### config.mk
export PLATFORM = sky130hd
export DESIGN_NAME = bounded_deque_with_search
export DESIGN_NICKNAME = d
export VERILOG_FILES = /design/src/rtl/bdq_pkg.sv /design/src/rtl/bdq_ram.sv /design/src/rtl/bounded_deque_with_search.sv
export SDC_FILE = /design/constraint.sdc
export NUM_CORES = 1
export LEC_CHECK = 0
export BUFFER_PORTS_ARGS = -buffer_cell sky130_fd_sc_hd__buf_2
export CORE_UTILIZATION = 35
export DETAILED_ROUTE_END_ITERATION = 7
export PLACE_DENSITY = 0.6
export SYNTH_ARGS = -nofsm -noshare
export SYNTH_HDL_FRONTEND = slang
export SYNTH_HIERARCHICAL = 1
export SYNTH_SLANG_ARGS = --single-unit
### constraint.sdc
create_clock -name clk -period 7.4 [get_ports clk]
set_clock_uncertainty 0.05 [all_clocks]
set_input_delay 0 -clock clk [delete_from_list [all_inputs] [get_ports clk]]
set_output_delay 0 -clock clk [all_outputs]
set_load 0.02 [all_outputs]
### src/rtl/bdq_pkg.sv
`default_nettype none

package bdq_pkg;

  // Capacity of the store and the widths that follow from it.
  localparam int DEPTH  = 16;
  localparam int DATA_W = 32;
  localparam int AW     = $clog2(DEPTH);
  localparam int CNT_W  = $clog2(DEPTH + 1);

  // Operation codes carried in the mode field of a command.
  localparam logic [2:0] MODE_INSERT_FRONT = 3'd0;
  localparam logic [2:0] MODE_INSERT_BACK  = 3'd1;
  localparam logic [2:0] MODE_REMOVE_FRONT = 3'd2;
  localparam logic [2:0] MODE_SEARCH       = 3'd3;
  localparam logic [2:0] MODE_CLEAR        = 3'd4;

  typedef struct packed {
    logic [2:0]               mode;
    logic signed [DATA_W-1:0] value;
  } cmd_t;

  typedef struct packed {
    logic                     found;
    logic signed [DATA_W-1:0] front_value;
    logic signed [DATA_W-1:0] back_value;
    logic [CNT_W-1:0]         count;
    logic                     refused;
  } result_t;

  typedef enum logic [1:0] {
    ST_IDLE,
    ST_REFILL,
    ST_SEARCH
  } state_t;

  // Slot arithmetic on the ring: both operands stay below DEPTH, so one
  // conditional subtract brings the sum back into range.
  function automatic logic [AW-1:0] ring_add(input logic [AW-1:0] a,
                                              input logic [CNT_W-1:0] b);
    logic [CNT_W:0] s;
    s = (CNT_W+1)'(a) + (CNT_W+1)'(b);
    if (s >= (CNT_W+1)'(DEPTH)) begin
      s = s - (CNT_W+1)'(DEPTH);
    end
    return s[AW-1:0];
  endfunction

endpackage

`default_nettype wire

### src/rtl/bdq_ram.sv
`default_nettype none

module bdq_ram #(
  parameter int WIDTH = 32,
  parameter int DEPTH = 16
) (
  input  wire logic                     clk,
  input  wire logic                     we,
  input  wire logic [$clog2(DEPTH)-1:0] waddr,
  input  wire logic [WIDTH-1:0]         wdata,
  input  wire logic                     re,
  input  wire logic [$clog2(DEPTH)-1:0] raddr,
  output logic      [WIDTH-1:0]         rdata
);

  logic [WIDTH-1:0] mem [DEPTH];

  always_ff @(posedge clk) begin
    if (we) begin
      mem[waddr] <= wdata;
    end
    if (re) begin
      rdata <= mem[raddr];
    end
  end

endmodule

`default_nettype wire

### src/rtl/bounded_deque_with_search.sv
// Inserts, clear, unused codes, a search of an empty store and a remove that leaves
// the store empty give their result in the cycle after start.
// Removing from a store with two or more entries goes through ST_REFILL to read the new front.
// A search makes one memory read per entry, ending early on a match.
// Throughput: one item at a time; busy stays high until the item's result is issued.
// The receiver cannot stall: done is a one-cycle strobe. Synchronous active-high reset empties.
`default_nettype none

module bounded_deque_with_search
  import bdq_pkg::*;
(
  input  wire logic clk,
  input  wire logic rst,
  input  wire logic start,
  input  wire cmd_t cmd,
  output logic      busy,
  output logic      done,
  output result_t   result
);

  // The entries live in a single-port-write, single-port-read memory. The
  // front and back values are also kept in registers so that inserts can
  // report them without a read; only a remove needs to fetch the new front.
  state_t                   state, state_next;
  logic [AW-1:0]            head, head_next;
  logic [CNT_W-1:0]         occ, occ_next;
  logic [DATA_W-1:0]        front, front_next;
  logic [DATA_W-1:0]        back, back_next;
  logic [AW-1:0]            idx, idx_next;
  logic [DATA_W-1:0]        key, key_next;

  logic                     ram_we;
  logic [AW-1:0]            ram_waddr;
  logic                     ram_re;
  logic [AW-1:0]            ram_raddr;
  logic [DATA_W-1:0]        ram_rdata;

  logic                     emit;
  logic                     res_found;
  logic                     res_refused;
  logic                     full;

  bdq_ram #(
    .WIDTH(DATA_W),
    .DEPTH(DEPTH)
  ) u_ram (
    .clk  (clk),
    .we   (ram_we),
    .waddr(ram_waddr),
    .wdata(cmd.value),
    .re   (ram_re),
    .raddr(ram_raddr),
    .rdata(ram_rdata)
  );

  assign full = (occ == CNT_W'(DEPTH));
  assign busy = (state != ST_IDLE);

  always_ff @(posedge clk) begin
    if (rst) begin
      state <= ST_IDLE;
      head  <= '0;
      occ   <= '0;
      done  <= 1'b0;
    end else begin
      state <= state_next;
      head  <= head_next;
      occ   <= occ_next;
      done  <= emit;
    end
  end

  // Payload registers need no reset: they are only read when occupied or
  // when done marks them valid.
  always_ff @(posedge clk) begin
    front <= front_next;
    back  <= back_next;
    idx   <= idx_next;
    key   <= key_next;
    if (emit) begin
      result.found       <= res_found;
      result.front_value <= (occ_next == '0) ? '0 : front_next;
      result.back_value  <= (occ_next == '0) ? '0 : back_next;
      result.count       <= occ_next;
      result.refused     <= res_refused;
    end
  end

  always_comb begin
    state_next  = state;
    head_next   = head;
    occ_next    = occ;
    front_next  = front;
    back_next   = back;
    idx_next    = idx;
    key_next    = key;
    ram_we      = 1'b0;
    ram_waddr   = head;
    ram_re      = 1'b0;
    ram_raddr   = head;
    emit        = 1'b0;
    res_found   = 1'b0;
    res_refused = 1'b0;

    unique case (state)
      ST_IDLE: begin
        if (start) begin
          key_next = cmd.value;
          unique case (cmd.mode)
            MODE_INSERT_FRONT: begin
              emit = 1'b1;
              if (full) begin
                res_refused = 1'b1;
              end else begin
                head_next  = ring_add(head, CNT_W'(DEPTH - 1));
                ram_we     = 1'b1;
                ram_waddr  = head_next;
                front_next = cmd.value;
                if (occ == '0) begin
                  back_next = cmd.value;
                end
                occ_next = occ + CNT_W'(1);
              end
            end
            MODE_INSERT_BACK: begin
              emit = 1'b1;
              if (full) begin
                res_refused = 1'b1;
              end else begin
                ram_we    = 1'b1;
                ram_waddr = ring_add(head, occ);
                back_next = cmd.value;
                if (occ == '0) begin
                  front_next = cmd.value;
                end
                occ_next = occ + CNT_W'(1);
              end
            end
            MODE_REMOVE_FRONT: begin
              if (occ > CNT_W'(1)) begin
                // The new front must come from memory; the back is unchanged.
                head_next  = ring_add(head, CNT_W'(1));
                occ_next   = occ - CNT_W'(1);
                ram_re     = 1'b1;
                ram_raddr  = head_next;
                state_next = ST_REFILL;
              end else begin
                emit = 1'b1;
                if (occ == CNT_W'(1)) begin
                  head_next = ring_add(head, CNT_W'(1));
                  occ_next  = '0;
                end
              end
            end
            MODE_SEARCH: begin
              if (occ == '0) begin
                emit = 1'b1;
              end else begin
                ram_re     = 1'b1;
                ram_raddr  = head;
                idx_next   = '0;
                state_next = ST_SEARCH;
              end
            end
            MODE_CLEAR: begin
              emit      = 1'b1;
              occ_next  = '0;
              head_next = '0;
            end
            default: begin
              emit = 1'b1;
            end
          endcase
        end
      end

      ST_REFILL: begin
        front_next = ram_rdata;
        emit       = 1'b1;
        state_next = ST_IDLE;
      end

      ST_SEARCH: begin
        // The read data belongs to entry idx; the next read is issued in the
        // same cycle so the walk covers one entry per cycle.
        if (ram_rdata == key) begin
          emit       = 1'b1;
          res_found  = 1'b1;
          state_next = ST_IDLE;
        end else if (CNT_W'(idx) == occ - CNT_W'(1)) begin
          emit       = 1'b1;
          state_next = ST_IDLE;
        end else begin
          ram_re    = 1'b1;
          ram_raddr = ring_add(head, CNT_W'(idx) + CNT_W'(1));
          idx_next  = idx + AW'(1);
        end
      end

      default: begin
        state_next = ST_IDLE;
      end
    endcase
  end

  // The fill level never passes the capacity.
  assert property (@(posedge clk) disable iff (rst) occ <= CNT_W'(DEPTH))
    else $error("occupancy beyond capacity");

  // A refused insert is reported only by a full store.
  assert property (@(posedge clk) disable iff (rst)
    done && result.refused |-> result.count == CNT_W'(DEPTH))
    else $error("refusal reported while not full");

  // An empty store reports zero at both ends.
  assert property (@(posedge clk) disable iff (rst)
    done && (result.count == '0) |-> (result.front_value == '0) && (result.back_value == '0))
    else $error("empty store reported a nonzero end value");

  // A remove leaves ST_REFILL by issuing its result, with busy already low.
  assert property (@(posedge clk) disable iff (rst) state == ST_REFILL |=> done && !busy)
    else $error("remove did not complete after its front read");

endmodule

`default_nettype wire

# == After elaboration in Yosys (flattened, before gate mapping) ==
# Memories as Yosys holds them, arrays and structs flattened. A register that Yosys moved wholly into a read port is not among the register bits.
# Cells that the tools add are included.
# op_classes
multipliers,0
n_addsub,12
n_reduce_logical,13
bitwise,0
eq_ne,20
shift,0
mux,71
n_lt_le_gt_ge,5
div,0
# ops
cell,count
32-bit 2-to-1 mux,9
32-bit case mux with 2 select lines,3
4-bit 2-to-1 mux,20
32-bit == test,1
5-bit 2-to-1 mux,5
4-bit case mux with 2 select lines,3
1-bit 2-to-1 mux,18
"4-bit by 1-bit subtractor with 4-bit output, second input constant",4
5-bit case mux with 3 select lines,1
4-bit by 5-bit adder with 6-bit output,2
"6-bit by 5-bit >= comparator with 1-bit output, second input constant",2
"3-bit != test, second input constant",4
4-bit case mux with 3 select lines,1
"4-bit by 1-bit adder with 5-bit output, second input constant",2
"5-bit >= comparator, second input constant",2
5-bit zero test,2
2-bit 2-to-1 mux,5
"2-bit != test, second input constant",4
2-bit case mux with 2 select lines,2
"3-bit by 2-bit == test with 1-bit output, second input constant",2
1-bit case mux with 2 select lines,3
6-bit AND reduction,1
"4-bit by 4-bit adder with 5-bit output, second input constant",1
"5-bit by 1-bit adder with 5-bit output, second input constant",1
other kinds (22),23
# word_totals
latch_bits,0
mem_bits_ro,0
n_memories,1
mem_bits_rw,512
wordCells,135
out_inout_bits,73
reg_bits,183
# mem_list
memory,words,width,read_ports,rd_clocked_by_memory_dff,wr,line_no,text
u_ram.mem,16,32,1,1,1,bdq_ram.sv:16,logic [WIDTH-1:0] mem [DEPTH];

# == Depth between registers and ports, before layout ==
# logic_depth
ltp_word,7
depth_mapped,14

# == By module ==
# Netlist, hierarchy kept.
# modules_own_cells
mod,n_inst,seq_area_each_um2,cells_each,area_each_um2
bdq_ram,1,16335.7,838,20155.6
bounded_deque_with_search,1,4734.5,677,8578.2

# == Least setup slack after synthesis ==
# Ideal clock, no wire load.
# synth_path
kind,flip-flop to flip-flop
from,register occ[0]
to,"register result[0] (netlist bit), enable pin"
setup_time_ps,523
path_slack_ps,1459
required_time_ps,6827
path_buffers,1
t_arrival_ps,5368
path_stages_with_launch,10
synth_period_minus_slack_ps,5941
cell_sequence,dfxtp_1 -> clkbuf_1 -> inv_1 -> ha_1 -> nor3b_1 -> xnor2_1 -> nand3_1 -> o22ai_1 -> a21oi_1 -> a21oi_1
# synth_between
elab_chain_cells,5
elab_cells_between_ends,11
# synth_lines
item,line_no,text
from (decl),bounded_deque_with_search.sv:26,"logic [CNT_W-1:0] occ, occ_next;"
from (signal assigned),bounded_deque_with_search.sv:68,occ <= occ_next;
"5-bit by 1-bit subtractor with 5-bit output, or another cell as far along",bounded_deque_with_search.sv:190,end else if (CNT_W'(idx) == occ - CNT_W'(1)) begin
"4-bit by 5-bit == test with 1-bit output, or another cell as far along",bounded_deque_with_search.sv:190,
1-bit 2-to-1 mux or 1-bit case mux with 2 select lines (tied branches),"bounded_deque_with_search.sv:190, bounded_deque_with_search.sv:109",
"1-bit 2-to-1 mux, on equally long branches","bounded_deque_with_search.sv:186, bounded_deque_with_search.sv:107",
1-bit case mux with 3 select lines *,bounded_deque_with_search.sv:105,unique case (state)
via emit,bounded_deque_with_search.sv:38,logic emit;
to (decl),bounded_deque_with_search.sv:18,output result_t result
# The timed path passes the listed nets; every way through them passes the cells marked *.
# A chain may end at the register's enable or synchronous reset.

# == Final worst setup path ==
# layout_path
from,register occ[0]
to,"memory u_ram.mem[3][20], enable pin"
# layout_between
elab_chain_cells,7
elab_cells_between_ends,16
# layout_lines
item,line_no,text
4-bit by 5-bit adder with 6-bit output,bdq_pkg.sv:42,s = (CNT_W+1)'(a) + (CNT_W+1)'(b);
6-bit by 5-bit >= comparator with 1-bit output or 4-bit by 1-bit subtractor with 4-bit output (tied branches),"bdq_pkg.sv:43, bdq_pkg.sv:44",
4-bit 2-to-1 mux,bdq_pkg.sv:43,if (s >= (CNT_W+1)'(DEPTH)) begin
4-bit 2-to-1 mux,bounded_deque_with_search.sv:127,if (full) begin
4-bit case mux with 2 select lines *,bounded_deque_with_search.sv:109,unique case (cmd.mode)
4-bit 2-to-1 mux *,bounded_deque_with_search.sv:107,if (start) begin
4-bit 2-to-1 mux *,bounded_deque_with_search.sv:105,
via ram_waddr[1],bounded_deque_with_search.sv:33,logic [AW-1:0] ram_waddr;
to (decl),bdq_ram.sv:16,
# Marks and branches as above.

==> impl_metrics.csv <==
group,metric,value,unit
outcome,outcome,"complete, but fails checks",
outcome,failed_checks,"design-rule violations",
synth,synthFlopType,"sky130_fd_sc_hd__edfxtp_1",
flow_run,max_cap_viol_count,0,
sta,period_minus_slack,4.75,ns
floorplanning,coreArea,80900,um2
pwr,share_seq_of_total_power,0.507,
grt,grt_pass1_vias,15600,
final_layout,finalNetCount,1731,
grt,grt_first_pass_wirelength,106,mm
floorplanning,fp.dieH,289,um
pwr,total_switching_power,2.11,mW
grt,grt_max_degree,129,
final_layout,finish.instance_area,33500,um2
sta,final_sum_of_negative_setup_slack,0,ns
final_layout,post_route_cells_drive_above_1_share,0.280,
setup_path,worst-path-max-fanout,18,
detailed_routing,drcViolationCount,14,
cts,cts_root_buf,"sky130_fd_sc_hd__clkbuf_16",
pwr,power.leakage,11.0,nW
sta,worstMarginPinSlew,1.15,ns
detailed_routing,detail_route.iter0.violations,1387,
hold_path,path_category_of_the_worst_min_delay_check,"primary input to flip-flop",
final_layout,syn2layout_area_growth,16.5,%
final_layout,layout.filler_cells,7102,
cts,clkTransAtPathRegs,0.06,ns
cts,cts.sinks,727,
detailed_routing,antenna_violating_nets_post_route,0,
pwr,internal_power,7.21,mW
synth,netlist-cell-type-count,69,
setup_path,setup.worst_path.end_class,"flip-flop",
placement,post_dp_cell_area,30600,um2
sta,rsz_0062_raised_after_global_routing,"false",
synth,combined_area_of_all_synthesized_cells,28700,um2
cts,total_cts_buffers,74,
synth,synthArstFlopShare,0,
sta,final_clock_period_utilization_by_the_worst_path,0.643,
cts,cts.htree.levels,3,
detailed_routing,routed_wl,72.1,mm
floorplanning,die-width,289,um
synth,synthCells,1515,
setup_path,cp_data_required_time,7.63,ns
floorplanning,initial_core_util,0.355,
pwr,power_density_over_the_cells,278,nW/um2
cts,cts_tree,"done",
cts,clock_latency,0.63,ns
cts,ctsLongestPathBuffers,3,
detailed_routing,post_drt_via_cell_ratio,5.45,
placement,detailedPlacementHpwl,39.2,mm
floorplanning,floorplan.die_area,83200,um2
sta,finalHoldViolCount,0,
synth,seq_total_area_yosys,0.733,
sta,clock.fmax,210,MHz
placement,place.gp.congestion,0.846,
sta,max_slew_headroom_at_the_worst_pin,0.232,
sta,setup_violators_final,0,
grt,antenna_found_initial,3,
grt,track_usage,0.175,
synth,synth-edff-count,651,
setup_path,path_class,"flip-flop to flip-flop",
cts,postCtsResizedCells,0,
setup_path,startpoint_type,"flip-flop",
floorplanning,floorplan.rows,104,
synth,ys_ff_latch,727,
detailed_routing,wl_per_cell,25.7,um
synth,yosys_warnings,6,
pwr,power_frac_comb,0.088,
detailed_routing,drt_first_pass_iters,8,
detailed_routing,detailroute.via_count,15300,
placement,buffer_ports.inserted,110,
floorplanning,io_pins,111,
setup_path,worst-endpoint-arrival,4.99,ns
sta,timing_max_transition_violations_final,0,
synth,mean_post_synth_cell_area,19.0,um2
grt,grt-ovfl-total,0,
pwr,ir_worst_vdd,0.172,mV
pwr,p_sw_frac,0.227,
pwr,p_clk_frac,0.405,
synth,post_synthesis_net_count,1568,
==> kinds of logic (layout without fill, tap and decap cells) <==
logic type / Yosys count / after routing / synth area share
buffers and inverters: 112 / 337 / 0.0183
AO/OA/AOI/OAI: 227 / 227 / 0.0641
adder cells (fa/ha/maj): 16 / 16 / 0.00740
XOR/XNOR: 49 / 49 / 0.0149
other: 0 / 1 / 0
multiplexers: 191 / 191 / 0.124
AND/OR/NAND/NOR: 193 / 193 / 0.0383
flip-flops: 727 / 727 / 0.733
==> sequential cells by signal (all words and copies together) (netlist names) <==
name and flops:
idx 4, head 4, front 32, done 1, key 32, u_ram/mem 512
state 2, result 71, occ 5, u_ram/rdata 32, back 32
==> critical path: stages (launching register included) <==
cell and delay (ns):
sky130_fd_sc_hd__dfxtp_1 0.62, sky130_fd_sc_hd__inv_1 0.17, sky130_fd_sc_hd__ha_1 0.29, sky130_fd_sc_hd__nand4bb_1 0.32
sky130_fd_sc_hd__nand3_1 0.31, sky130_fd_sc_hd__o21ai_0 0.86, sky130_fd_sc_hd__nand2_1 0.49, sky130_fd_sc_hd__nor2_4 0.86
sky130_fd_sc_hd__buf_4 0.44
==> path summary, 6_finish.rpt <==
kind / start / end / slack, ns / depth (start not counted)
max: occ[0] / u_ram/mem[3][20] / 2.65 / 8
min: cmd[32] / head[0] / 0.13 / 5
max reg2reg: occ[0] / u_ram/mem[3][20] / 2.65 / 8
min reg2reg: back[4] / back[4] / 0.43 / 1
==> final cells by class <==
type	instances	area [um2]	area share
diodes	1	2.50	0.0000747
clock inverters	32	358	0.0107
repair buffers	182	1210	0.0361
clock buffers	106	2100	0.0629
inverters	17	68.8	0.00206
flip-flops and latches	727	21100	0.629
multi-input cells	676	7350	0.219
well taps	1060	1330	0.0396
==> layout by cell type (no fill, tap or decap), types with 10 or more instances in the layout <==
master,count
sky130_fd_sc_hd__dlygate4sd3_1,37
sky130_fd_sc_hd__xor2_1,39
sky130_fd_sc_hd__a22oi_1,67
sky130_fd_sc_hd__mux2_2,32
sky130_fd_sc_hd__buf_4,33
sky130_fd_sc_hd__buf_2,110
sky130_fd_sc_hd__nor2b_2,27
sky130_fd_sc_hd__clkbuf_16,76
sky130_fd_sc_hd__a2bb2oi_1,29
sky130_fd_sc_hd__dfxtp_1,76
sky130_fd_sc_hd__nor4_1,11
sky130_fd_sc_hd__o22a_1,30
sky130_fd_sc_hd__xnor2_1,10
sky130_fd_sc_hd__o41a_1,32
sky130_fd_sc_hd__mux2i_1,31
sky130_fd_sc_hd__nand2_1,52
sky130_fd_sc_hd__mux4_2,128
sky130_fd_sc_hd__clkbuf_1,21
sky130_fd_sc_hd__nor2_4,13
sky130_fd_sc_hd__a21oi_1,14
sky130_fd_sc_hd__edfxtp_1,651
sky130_fd_sc_hd__ha_1,13
sky130_fd_sc_hd__nand3_1,10
sky130_fd_sc_hd__nor2_1,28
sky130_fd_sc_hd__inv_1,16
==> power by group through the flow <==
stage	clock (mW)	sequential [mW]	combinational (mW)
floorplan	0	4.87	0.482
detailed placement	0	4.82	0.806
global placement	0	4.81	0.793
finish	3.78	4.73	0.817
global route	4.01	4.75	0.880
CTS	3.85	4.73	0.826
==> per-stage QoR <==
step | hold WS (ns) | cells | worst slack [ns] | power [mW] | util
after floorplan | 0.0216 | 1515 | 1.46 | 5.35 | -
after global placement | 0.315 | 2625 | 2.78 | 5.61 | 0.379
after detailed placement | 0.321 | 2625 | 2.73 | 5.62 | 0.379
after CTS | 0.0760 | 2800 | 2.69 | 9.41 | 0.414
after global routing | 0.134 | 2801 | 2.37 | 9.64 | 0.414
final | 0.134 | 2801 | 2.65 | 9.33 | 0.414
==> metal layers <==
layer  wire (um)  global-route usage  vias to the layer above
met5          13                   0                        -
met4        1770              0.0577                        2
met1       31000               0.240                     8100
li1            -                   -                     6522
met2       35000               0.286                      551
met3        4360              0.0258                      103
==> Yosys cell counts, drive strengths merged, types with 4 or more instances <==
cell | count | area, um2
nor2 | 42 | 158
o21ai | 10 | 50.0
inv | 16 | 60.1
nand2 | 52 | 195
a2bb2oi | 29 | 254
mux2i | 31 | 310
o22a | 30 | 263
a21oi | 22 | 114
a211oi | 5 | 37.5
xor2 | 39 | 342
nor2b | 33 | 274
edfxtp | 651 | 19500
dfxtp | 76 | 1520
nor3 | 14 | 96.4
ha | 13 | 163
nand4 | 5 | 31.3
buf | 52 | 297
nand3 | 10 | 50.1
xnor2 | 10 | 87.6
or3b | 4 | 37.5
a31oi | 5 | 31.3
clkbuf | 43 | 161
mux4 | 128 | 2880
o32ai | 6 | 52.6
mux2 | 32 | 360
o41a | 32 | 360
a22oi | 67 | 503
nor4 | 12 | 90.1
==> repair_timing <==
| item | in CTS | in global routing |
|---|---|---|
| buffers inserted | 0 | 0 |
| hold buffers | 37 | 0 |
| endpoints found under the hold margin | 592 | 0 |
(Power assumes the default switching activity.)
